### config.mk
export PLATFORM = sky130hd
export DESIGN_NAME = multi_channel_quadrature_counter_flat
export DESIGN_NICKNAME = d
export VERILOG_FILES = /design/src/sv/mcqc_pkg.sv /design/src/sv/mcqc_in_if.sv /design/src/sv/mcqc_out_if.sv /design/src/sv/mcqc_cfg_if.sv /design/src/sv/multi_channel_quadrature_counter.sv /design/src/sv/mcqc_chan.sv /design/src/flat_wrapper.sv
export SDC_FILE = /design/constraint.sdc
export NUM_CORES = 2
export LEC_CHECK = 0
export BUFFER_PORTS_ARGS = -buffer_cell sky130_fd_sc_hd__buf_2
export CAP_MARGIN = 40
export CORE_MARGIN = 5
export CORE_UTILIZATION = 42
export CTS_BUF_LIST = sky130_fd_sc_hd__clkbuf_8
export DETAILED_ROUTE_END_ITERATION = 10
export GPL_TIMING_DRIVEN = 0
export PLACE_DENSITY = 0.57
export SETUP_SLACK_MARGIN = 0.05
export SKIP_LAST_GASP = 1
export SYNTH_ARGS = -nofsm -noshare
export SYNTH_HDL_FRONTEND = slang
export SYNTH_SLANG_ARGS = --single-unit
### constraint.sdc
create_clock -name i_clk -period 4.8 [get_ports i_clk]
set_input_delay 0.24 -clock i_clk [delete_from_list [all_inputs] [get_ports i_clk]]
set_output_delay 0.24 -clock i_clk [all_outputs]
set_load 0.02 [all_outputs]
### src/sv/mcqc_pkg.sv
package mcqc_pkg;

    localparam int DEF_CHANNELS    = 5;
    localparam int DEF_COUNT_WIDTH = 32;
    localparam int NUM_POS         = 5;
    localparam int PORT_WIDTH      = 16;
    localparam int POS_WIDTH       = 4;
    localparam int MASK_WIDTH      = 5;
    localparam int CHAN_WIDTH      = 3;
    localparam int PULSE_WIDTH     = 32;
    localparam int REG_IDX_WIDTH   = 3;

    typedef enum logic [0:0] {
        OP_SAMPLE = 1'b0,
        OP_READ   = 1'b1
    } t_opcode;

    typedef enum logic [1:0] {
        DIR_NONE  = 2'd0,
        DIR_LEFT  = 2'd1,
        DIR_RIGHT = 2'd2
    } t_dir;

    typedef enum logic [REG_IDX_WIDTH-1:0] {
        REG_BITPOS_CH0 = 3'd0,
        REG_BITPOS_CH1 = 3'd1,
        REG_BITPOS_CH2 = 3'd2,
        REG_BITPOS_CH3 = 3'd3,
        REG_BITPOS_CH4 = 3'd4,
        REG_CH_ENABLE  = 3'd5,
        REG_DIV4_MASK  = 3'd6
    } t_reg_idx;

    localparam logic [MASK_WIDTH-1:0] RST_ENABLE_MASK = 5'd31;
    localparam logic [MASK_WIDTH-1:0] RST_DIV4_MASK   = 5'd2;

    typedef struct packed {
        logic                  opcode;
        logic [PORT_WIDTH-1:0] port_word;
        logic [CHAN_WIDTH-1:0] channel;
    } t_in_word;

    typedef struct packed {
        logic [CHAN_WIDTH-1:0]  read_channel;
        logic                   channel_enabled;
        logic [1:0]             direction;
        logic [PULSE_WIDTH-1:0] pulse_count;
    } t_out_word;

    typedef struct packed {
        logic [REG_IDX_WIDTH-1:0] reg_index;
        logic [MASK_WIDTH-1:0]    wr_data;
    } t_cfg_word;

    // Per-channel command from the decode stage.
    typedef struct packed {
        logic inc_right;
        logic inc_left;
        logic rd;
        logic div4;
    } t_chan_cmd;

    function automatic logic [POS_WIDTH-1:0] rst_pos(input int c);
        return POS_WIDTH'(2 * c);
    endfunction

endpackage

### src/sv/mcqc_in_if.sv
interface mcqc_in_if;
    logic               valid;
    logic               ready;
    mcqc_pkg::t_in_word data;

    modport source (output valid, output data, input ready);
    modport sink   (input valid, input data, output ready);
endinterface

### src/sv/mcqc_out_if.sv
interface mcqc_out_if;
    logic                valid;
    logic                ready;
    mcqc_pkg::t_out_word data;

    modport source (output valid, output data, input ready);
    modport sink   (input valid, input data, output ready);
endinterface

### src/sv/mcqc_cfg_if.sv
interface mcqc_cfg_if;
    logic                valid;
    logic                ready;
    mcqc_pkg::t_cfg_word data;

    modport source (output valid, output data, input ready);
    modport sink   (input valid, input data, output ready);
endinterface

### src/sv/multi_channel_quadrature_counter.sv
// Channel  Direction  Handshake     Word
// i_in     sink       valid/ready   opcode, port_word, channel
// o_res    source     valid/ready   read_channel, channel_enabled, direction, pulse_count
// i_cfg    sink       valid/ready   reg_index, wr_data (always ready)
//
// An accepted word is registered, then decoded and applied to the counters: one word per
// cycle is sustained unless a read stalls; a read result goes from r_s1 into r_out.
// The per-channel compare and subtract of the counters sets the cycle time.
// A stalled result holds the output register; samples still pass, and a read waits in
// the input register. Synchronous reset restores the register defaults and zero counts.
module multi_channel_quadrature_counter #(
    parameter int CHANNELS    = mcqc_pkg::DEF_CHANNELS,
    parameter int COUNT_WIDTH = mcqc_pkg::DEF_COUNT_WIDTH
) (
    input  logic        i_clk,
    input  logic        i_rst_n,
    mcqc_in_if.sink     i_in,
    mcqc_out_if.source  o_res,
    mcqc_cfg_if.sink    i_cfg
);

    logic [mcqc_pkg::POS_WIDTH-1:0]  r_pos [mcqc_pkg::NUM_POS];
    logic [mcqc_pkg::MASK_WIDTH-1:0] r_en_mask;
    logic [mcqc_pkg::MASK_WIDTH-1:0] r_div4_mask;
    logic [mcqc_pkg::PORT_WIDTH-1:0] r_last;

    logic                r_s1_valid;
    mcqc_pkg::t_in_word  r_s1;
    logic                r_out_valid;
    mcqc_pkg::t_out_word r_out;
    mcqc_pkg::t_out_word n_out;

    logic                            out_free;
    logic                            is_read;
    logic                            s1_go;
    logic [mcqc_pkg::PORT_WIDTH-1:0] a0;
    logic [mcqc_pkg::PORT_WIDTH-1:0] a1;
    logic [mcqc_pkg::PORT_WIDTH-1:0] fwd;
    logic [mcqc_pkg::PORT_WIDTH-1:0] back;
    logic                            sel_en;
    logic [1:0]                      sel_dir;
    logic [COUNT_WIDTH-1:0]          sel_diff;

    mcqc_pkg::t_chan_cmd    cmd  [CHANNELS];
    logic [1:0]             dir  [CHANNELS];
    logic [COUNT_WIDTH-1:0] diff [CHANNELS];

    assign out_free    = !r_out_valid || o_res.ready;
    assign is_read     = r_s1.opcode == mcqc_pkg::OP_READ;
    assign s1_go       = r_s1_valid && (!is_read || out_free);
    assign i_in.ready  = !r_s1_valid || s1_go;
    assign i_cfg.ready = 1'b1;
    assign o_res.valid = r_out_valid;
    assign o_res.data  = r_out;

    // Line A of the port is line B shifted down by one.
    assign a0   = {1'b0, r_last[mcqc_pkg::PORT_WIDTH-1:1]};
    assign a1   = {1'b0, r_s1.port_word[mcqc_pkg::PORT_WIDTH-1:1]};
    assign fwd  = (r_last ^ a1) & ~(a0 ^ r_s1.port_word);
    assign back = (a0 ^ r_s1.port_word) & ~(r_last ^ a1);

    for (genvar c = 0; c < CHANNELS; c++) begin : g_chan
        always_comb begin
            cmd[c].inc_right = s1_go && !is_read && r_en_mask[c] && fwd[r_pos[c]];
            cmd[c].inc_left  = s1_go && !is_read && r_en_mask[c] && back[r_pos[c]];
            cmd[c].rd        = s1_go && is_read && r_en_mask[c]
                               && (r_s1.channel == mcqc_pkg::CHAN_WIDTH'(c));
            cmd[c].div4      = r_div4_mask[c];
        end

        mcqc_chan #(
            .COUNT_WIDTH (COUNT_WIDTH)
        ) u_chan (
            .i_clk   (i_clk),
            .i_rst_n (i_rst_n),
            .i_cmd   (cmd[c]),
            .o_dir   (dir[c]),
            .o_diff  (diff[c])
        );
    end

    always_comb begin
        sel_en   = 1'b0;
        sel_dir  = mcqc_pkg::DIR_NONE;
        sel_diff = '0;
        for (int c = 0; c < CHANNELS; c++) begin
            if ((r_s1.channel == mcqc_pkg::CHAN_WIDTH'(c)) && r_en_mask[c]) begin
                sel_en   = 1'b1;
                sel_dir  = dir[c];
                sel_diff = diff[c];
            end
        end
        n_out.read_channel    = r_s1.channel;
        n_out.channel_enabled = sel_en;
        n_out.direction       = sel_dir;
        n_out.pulse_count     = mcqc_pkg::PULSE_WIDTH'(sel_diff);
    end

    always_ff @(posedge i_clk) begin
        if (!i_rst_n) begin
            r_s1_valid  <= 1'b0;
            r_out_valid <= 1'b0;
            r_last      <= '0;
        end else begin
            if (i_in.valid && i_in.ready) begin
                r_s1_valid <= 1'b1;
            end else if (s1_go) begin
                r_s1_valid <= 1'b0;
            end
            if (s1_go && !is_read) begin
                r_last <= r_s1.port_word;
            end
            if (s1_go && is_read) begin
                r_out_valid <= 1'b1;
            end else if (o_res.ready) begin
                r_out_valid <= 1'b0;
            end
        end
    end

    always_ff @(posedge i_clk) begin
        if (i_in.valid && i_in.ready) begin
            r_s1 <= i_in.data;
        end
        if (s1_go && is_read) begin
            r_out <= n_out;
        end
    end

    always_ff @(posedge i_clk) begin
        if (!i_rst_n) begin
            for (int c = 0; c < mcqc_pkg::NUM_POS; c++) begin
                r_pos[c] <= mcqc_pkg::rst_pos(c);
            end
            r_en_mask   <= mcqc_pkg::RST_ENABLE_MASK;
            r_div4_mask <= mcqc_pkg::RST_DIV4_MASK;
        end else if (i_cfg.valid) begin
            unique case (i_cfg.data.reg_index)
                mcqc_pkg::REG_BITPOS_CH0, mcqc_pkg::REG_BITPOS_CH1,
                mcqc_pkg::REG_BITPOS_CH2, mcqc_pkg::REG_BITPOS_CH3,
                mcqc_pkg::REG_BITPOS_CH4: begin
                    for (int c = 0; c < mcqc_pkg::NUM_POS; c++) begin
                        if (i_cfg.data.reg_index == mcqc_pkg::REG_IDX_WIDTH'(c)) begin
                            r_pos[c] <= i_cfg.data.wr_data[mcqc_pkg::POS_WIDTH-1:0];
                        end
                    end
                end
                mcqc_pkg::REG_CH_ENABLE: begin
                    r_en_mask <= i_cfg.data.wr_data;
                end
                mcqc_pkg::REG_DIV4_MASK: begin
                    r_div4_mask <= i_cfg.data.wr_data;
                end
                default: begin
                end
            endcase
        end
    end

    a_dir_has_count: assert property (@(posedge i_clk) disable iff (!i_rst_n)
        r_out_valid && (r_out.direction != mcqc_pkg::DIR_NONE) |-> r_out.pulse_count != '0)
        else $error("result reports a rotation with zero count");

    a_disabled_zero: assert property (@(posedge i_clk) disable iff (!i_rst_n)
        r_out_valid && !r_out.channel_enabled
        |-> (r_out.direction == mcqc_pkg::DIR_NONE) && (r_out.pulse_count == '0))
        else $error("disabled channel read carries nonzero fields");

    a_read_gives_result: assert property (@(posedge i_clk) disable iff (!i_rst_n)
        s1_go && is_read |=> r_out_valid)
        else $error("read word left no result");

endmodule

### src/sv/mcqc_chan.sv
module mcqc_chan #(
    parameter int COUNT_WIDTH = mcqc_pkg::DEF_COUNT_WIDTH
) (
    input  logic                   i_clk,
    input  logic                   i_rst_n,
    input  mcqc_pkg::t_chan_cmd    i_cmd,
    output logic [1:0]             o_dir,
    output logic [COUNT_WIDTH-1:0] o_diff
);

    logic [COUNT_WIDTH-1:0] r_right;
    logic [COUNT_WIDTH-1:0] r_left;
    logic                   gt;
    logic                   lt;
    logic                   clear;

    always_comb begin
        gt     = r_right > r_left;
        lt     = r_right < r_left;
        o_diff = '0;
        o_dir  = mcqc_pkg::DIR_NONE;
        clear  = 1'b0;
        if (gt) begin
            o_diff = r_right - r_left;
            if (!i_cmd.div4 || (o_diff[1:0] == 2'b00)) begin
                o_dir = mcqc_pkg::DIR_RIGHT;
                clear = 1'b1;
            end
        end else if (lt) begin
            o_diff = r_left - r_right;
            o_dir  = mcqc_pkg::DIR_LEFT;
            clear  = 1'b1;
        end
    end

    always_ff @(posedge i_clk) begin
        if (!i_rst_n) begin
            r_right <= '0;
            r_left  <= '0;
        end else if (i_cmd.rd && clear) begin
            r_right <= '0;
            r_left  <= '0;
        end else if (i_cmd.inc_right) begin
            r_right <= r_right + COUNT_WIDTH'(1);
        end else if (i_cmd.inc_left) begin
            r_left <= r_left + COUNT_WIDTH'(1);
        end
    end

endmodule
### src/flat_wrapper.sv
// flat-port wrapper written by rule: the top's interface ports become plain ports
module multi_channel_quadrature_counter_flat 
#(
    parameter int CHANNELS    = mcqc_pkg::DEF_CHANNELS,
    parameter int COUNT_WIDTH = mcqc_pkg::DEF_COUNT_WIDTH
)
  (i_clk, i_rst_n, i_in_valid, i_in_data, i_in_ready, o_res_valid, o_res_data, o_res_ready, i_cfg_valid, i_cfg_data, i_cfg_ready);
  mcqc_in_if i_in_i ();
  mcqc_out_if o_res_i ();
  mcqc_cfg_if i_cfg_i ();
  input  logic i_clk;
  input  logic i_rst_n;
  input wire logic [$bits(i_in_i.valid)-1:0] i_in_valid;
  input wire logic [$bits(i_in_i.data)-1:0] i_in_data;
  output wire logic [$bits(i_in_i.ready)-1:0] i_in_ready;
  output wire logic [$bits(o_res_i.valid)-1:0] o_res_valid;
  output wire logic [$bits(o_res_i.data)-1:0] o_res_data;
  input wire logic [$bits(o_res_i.ready)-1:0] o_res_ready;
  input wire logic [$bits(i_cfg_i.valid)-1:0] i_cfg_valid;
  input wire logic [$bits(i_cfg_i.data)-1:0] i_cfg_data;
  output wire logic [$bits(i_cfg_i.ready)-1:0] i_cfg_ready;
  assign i_in_i.valid = i_in_valid;
  assign i_in_i.data = i_in_data;
  assign i_in_ready = i_in_i.ready;
  assign o_res_valid = o_res_i.valid;
  assign o_res_data = o_res_i.data;
  assign o_res_i.ready = o_res_ready;
  assign i_cfg_i.valid = i_cfg_valid;
  assign i_cfg_i.data = i_cfg_data;
  assign i_cfg_ready = i_cfg_i.ready;
  multi_channel_quadrature_counter #(.CHANNELS(CHANNELS), .COUNT_WIDTH(COUNT_WIDTH)) u_core (.i_clk(i_clk), .i_rst_n(i_rst_n), .i_in(i_in_i), .o_res(o_res_i), .i_cfg(i_cfg_i));
endmodule
==> impl_table.tex <==
\begin{tabular}{lr}
\hline
Metric & Value \\
\hline
\multicolumn{2}{l}{\textbf{Floorplanning}} \\
Die height & 309 um \\
Initial cell density of the core & 0.424 \\
Core area & 88600 um2 \\
I/O pin cnt & 74 \\
Die extent in x & 309 um \\
Area of the die & 95600 um2 \\
Placement row count & 109 \\
\multicolumn{2}{l}{\textbf{Power}} \\
Final total power & 8.69 mW \\
Peak supply drop & 0.249 mV \\
Power density normalized to cell area & 206 nW/um2 \\
Leakage power figure & 17.0 nW \\
\multicolumn{2}{l}{\textbf{Logic synthesis}} \\
Top cell type's share of synthesized area & 0.185 \\
Ys flop type & dfxtp\_1 \\
Yosys synthesis warning count & 0 \\
Netlist area before placement & 37600 um2 \\
Biggest area contributors in the synthesized netlist & dfxtp\_1 (19\%), ha\_1 (11\%), xnor2\_1 (7.5\%) \\
Count of cell types in the netlist & 99 \\
Flop and latch count out of synthesis & 426 \\
Top cell type by total area after synthesis & dfxtp\_1 \\
Mean instance size in the synthesized netlist & 7.72 um2 \\
Post-synthesis sequential area ratio & 0.248 \\
EDFF count, synth & 78 \\
Async set or reset register ratio after synthesis & 0 \\
Number of standard cells after synthesis & 4869 \\
Synthesized netlist net count & 5238 \\
\multicolumn{2}{l}{\textbf{Detailed routing}} \\
Routed length per instance & 22.9 um \\
Avg Vias per Cell & 6.01 \\
Post-detailed-route count of antenna-violating nets & 0 \\
Initial drt markers & 3703 \\
Total Wirelength & 144000 um \\
DRC violation count after routing & 0 \\
First drt pass iteration count & 7 \\
Via count & 37800 \\
\multicolumn{2}{l}{\textbf{Timing}} \\
Setup TNS & 0 ps \\
Transition time at the pin with the least slew margin & 998 ps \\
Slew Limit Fails & 0 \\
Unrepaired setup endpoints after global routing & true \\
Relative slew slack & 0.332 \\
Ratio of final minimum period to clock period & 0.993 \\
Fin. Hold Viols & 0 \\
Max Clock Skew & 66.9 ps \\
Fmax & 210 MHz \\
Setup-violating endpoint count in the final report & 0 \\
Fin crit period & 4770 ps \\
\multicolumn{2}{l}{\textbf{Global routing}} \\
Antenna violations before repair & 6 \\
Via count of the first global-routing pass & 35000 \\
Met1 Resource Use GR & 0.422 \\
GR Layer Usage met3 & 0.0484 \\
Global routing usage summed across all routing layers & 0.291 \\
Layer carrying the most global-route usage & met2 \\
Global-route wire length before repair & 217000 um \\
Global route overflow & 0 \\
Met2 Track Usage GR & 0.432 \\
Maximum number of pins on one net before global-route repair & 33 \\
\multicolumn{2}{l}{\textbf{Clock tree}} \\
Clock latency reported for the late side of the worst-skew pair & 780 ps \\
Clock buffer depth & 3 \\
CTS H-Tree Depth & 3 \\
CTS tree & built \\
Number of clock buffers inserted by TritonCTS & 79 \\
Number of sinks handled by clock tree synthesis & 426 \\
Buffer cell driving the clock tree root & clkbuf\_8 \\
Clock transition at path regs & 60 ps \\
\multicolumn{2}{l}{\textbf{Worst setup path}} \\
Reg-to-reg endpoint & u\_core.o\_res.data[15] \\
Worst EP required & 5120 ps \\
Last element of the critical path & u\_core.o\_res.data[15] \\
Worst setup path category & flip-flop to flip-flop \\
Worst EP arrival & 5090 ps \\
Max FO, Critical Path & 10 \\
Startpoint of the worst register-to-register path & u\_core.g\_chan[0].u\_chan.r\_right[4] \\
Origin of the worst setup path & u\_core.g\_chan[0].u\_chan.r\_right[4] \\
Category of the worst setup path capture point & flip-flop \\
Type of element launching the critical path & flip-flop \\
Number of cell instances on the worst register-to-register path & 16 \\
Flop-to-flop setup slack & 30 ps \\
\multicolumn{2}{l}{\textbf{Finish}} \\
Nets@finish & 5423 \\
Share of layout cells above drive strength 1 & 0.0828 \\
Commonest cells after routing, fill and taps aside & nor2\_1 (560), inv\_1 (408), a21oi\_1 (357), nand2\_1 (356), dfxtp\_1 (347) \\
Commonest non-fill, non-tap cell in the layout & nor2\_1 \\
Area delta synth->final & 11.9\% \\
\multicolumn{2}{l}{\textbf{Placement}} \\
Global placer's final weighted congestion & 1.02 \\
HPWL after DPL & 115000 um \\
IO buf count & 72 \\
\multicolumn{2}{l}{\textbf{Worst hold path}} \\
Worst min-delay path category & input pin to flip-flop \\
\multicolumn{2}{l}{\textbf{Run status}} \\
Outcome & completed \\
\multicolumn{2}{l}{\textbf{Job}} \\
Number of maximum-capacitance violations & 0 \\
\hline
\end{tabular}
## layer usage
metal	vias up	wire, um
met5	-	0
met4	0	6320
met3	272	11600
met2	1561	60000
met1	18100	66300
li1	17900	-
## kinds of logic (layout without fill, tap and decap cells)
family,Yosys count,after routing,share of synthesized area
buffers and inverters,649,901,0.0662
xor gates and xnor gates,354,354,0.0824
AOI/OAI and AO/OA,1392,1392,0.252
adders and majority gates,336,336,0.114
DFF,426,426,0.248
muxes,68,68,0.0312
other,1,4,0.0000997
and+or+nand+nor,1643,1643,0.207
## report_power, final
part           total [mW]  internal [mW]  switching (mW)
clock                3.88           2.11            1.77
combinational        1.07          0.381           0.688
sequential           3.74           3.69          0.0506
## sequential cells by signal, summed over array words and instances, names as in the netlist
register,flops
u_core.r_en_mask,5
u_core.r_s1_valid,1
u_core.r_s1,1
u_core.is_read,1
u_core.r_pos,20
u_core.g_chan.u_chan.r_right,160
u_core.o_res.data,38
u_core.r_last,16
u_core.r_div4_mask,5
u_core.g_chan.u_chan.r_left,160
u_core.a1,15
u_core.o_res.valid,1
u_core.n_out,3
## worst max-delay path: stages, from the launching register on
cell and delay, ps:
dfxtp_1 370, inv_1 110, ha_1 300, clkbuf_1 250, a21o_1 270, a21o_1 230
nor4_4 330, nor3_1 110, o21ba_2 200, clkbuf_1 190, o21ai_2 270, nor2_4 100
clkbuf_4 260, a221oi_1 340, a21oi_2 170, a311oi_4 400, nand4_1 450
## worst min-delay path by stage
stage / start / endpoint / slack [ps] / cells past startpoint
floorplan: i_in_data[4] / u_core.a1[0] / 340 / 0
global placement: i_in_data[11] / u_core.a1[7] / 420 / 1
detailed placement: i_in_data[12] / u_core.a1[8] / 420 / 1
CTS: i_cfg_data[5] / u_core.r_pos[0][14] / 3 / 3
global route: i_cfg_data[5] / u_core.r_pos[0][14] / 40 / 3
finish: i_cfg_data[5] / u_core.r_pos[0][15] / 80 / 3
## area by class of cell
type	count	area (um2)
fill	8952	46600
multi-input combinational	3794	26200
sequential	426	9310
tap	1165	1460
inverter	387	1450
clock buffer	92	1270
buffer	234	987
timing repair buffer	132	963
clock inverter	56	457
antenna	3	7.51
## synth_stat cells, drive strengths merged, types with 98 or more instances
cell type,count
o21ai,219
nand3,189
nor2,565
inv,387
nand2,361
a21o,160
nor3,98
ha,326
dfxtp,348
clkbuf,234
xnor2,323
a21oi,363
## per-stage QoR
step	instance area, um2	utilization	instances	hold slack [ps]	setup slack, ps
after floorplan	37600	-	4869	339	1090
after global placement	39400	0.445	6106	417	-935
after detailed placement	39600	0.447	6123	418	-824
after CTS	41900	0.473	6296	2.66	-2.74
after global routing	42100	0.475	6288	35.2	-85.5
final	42100	0.475	6289	83.0	31.6
## repair_timing
action,CTS,global route
gates resized for setup,73,64
setup endpoints to repair,102,132
pin swaps,2,14
hold buffers,32,0
buffers inserted,0,11
gates cloned,0,0
hold endpoints to repair,60,0
No activity file was read; power rests on OpenSTA's default activity.
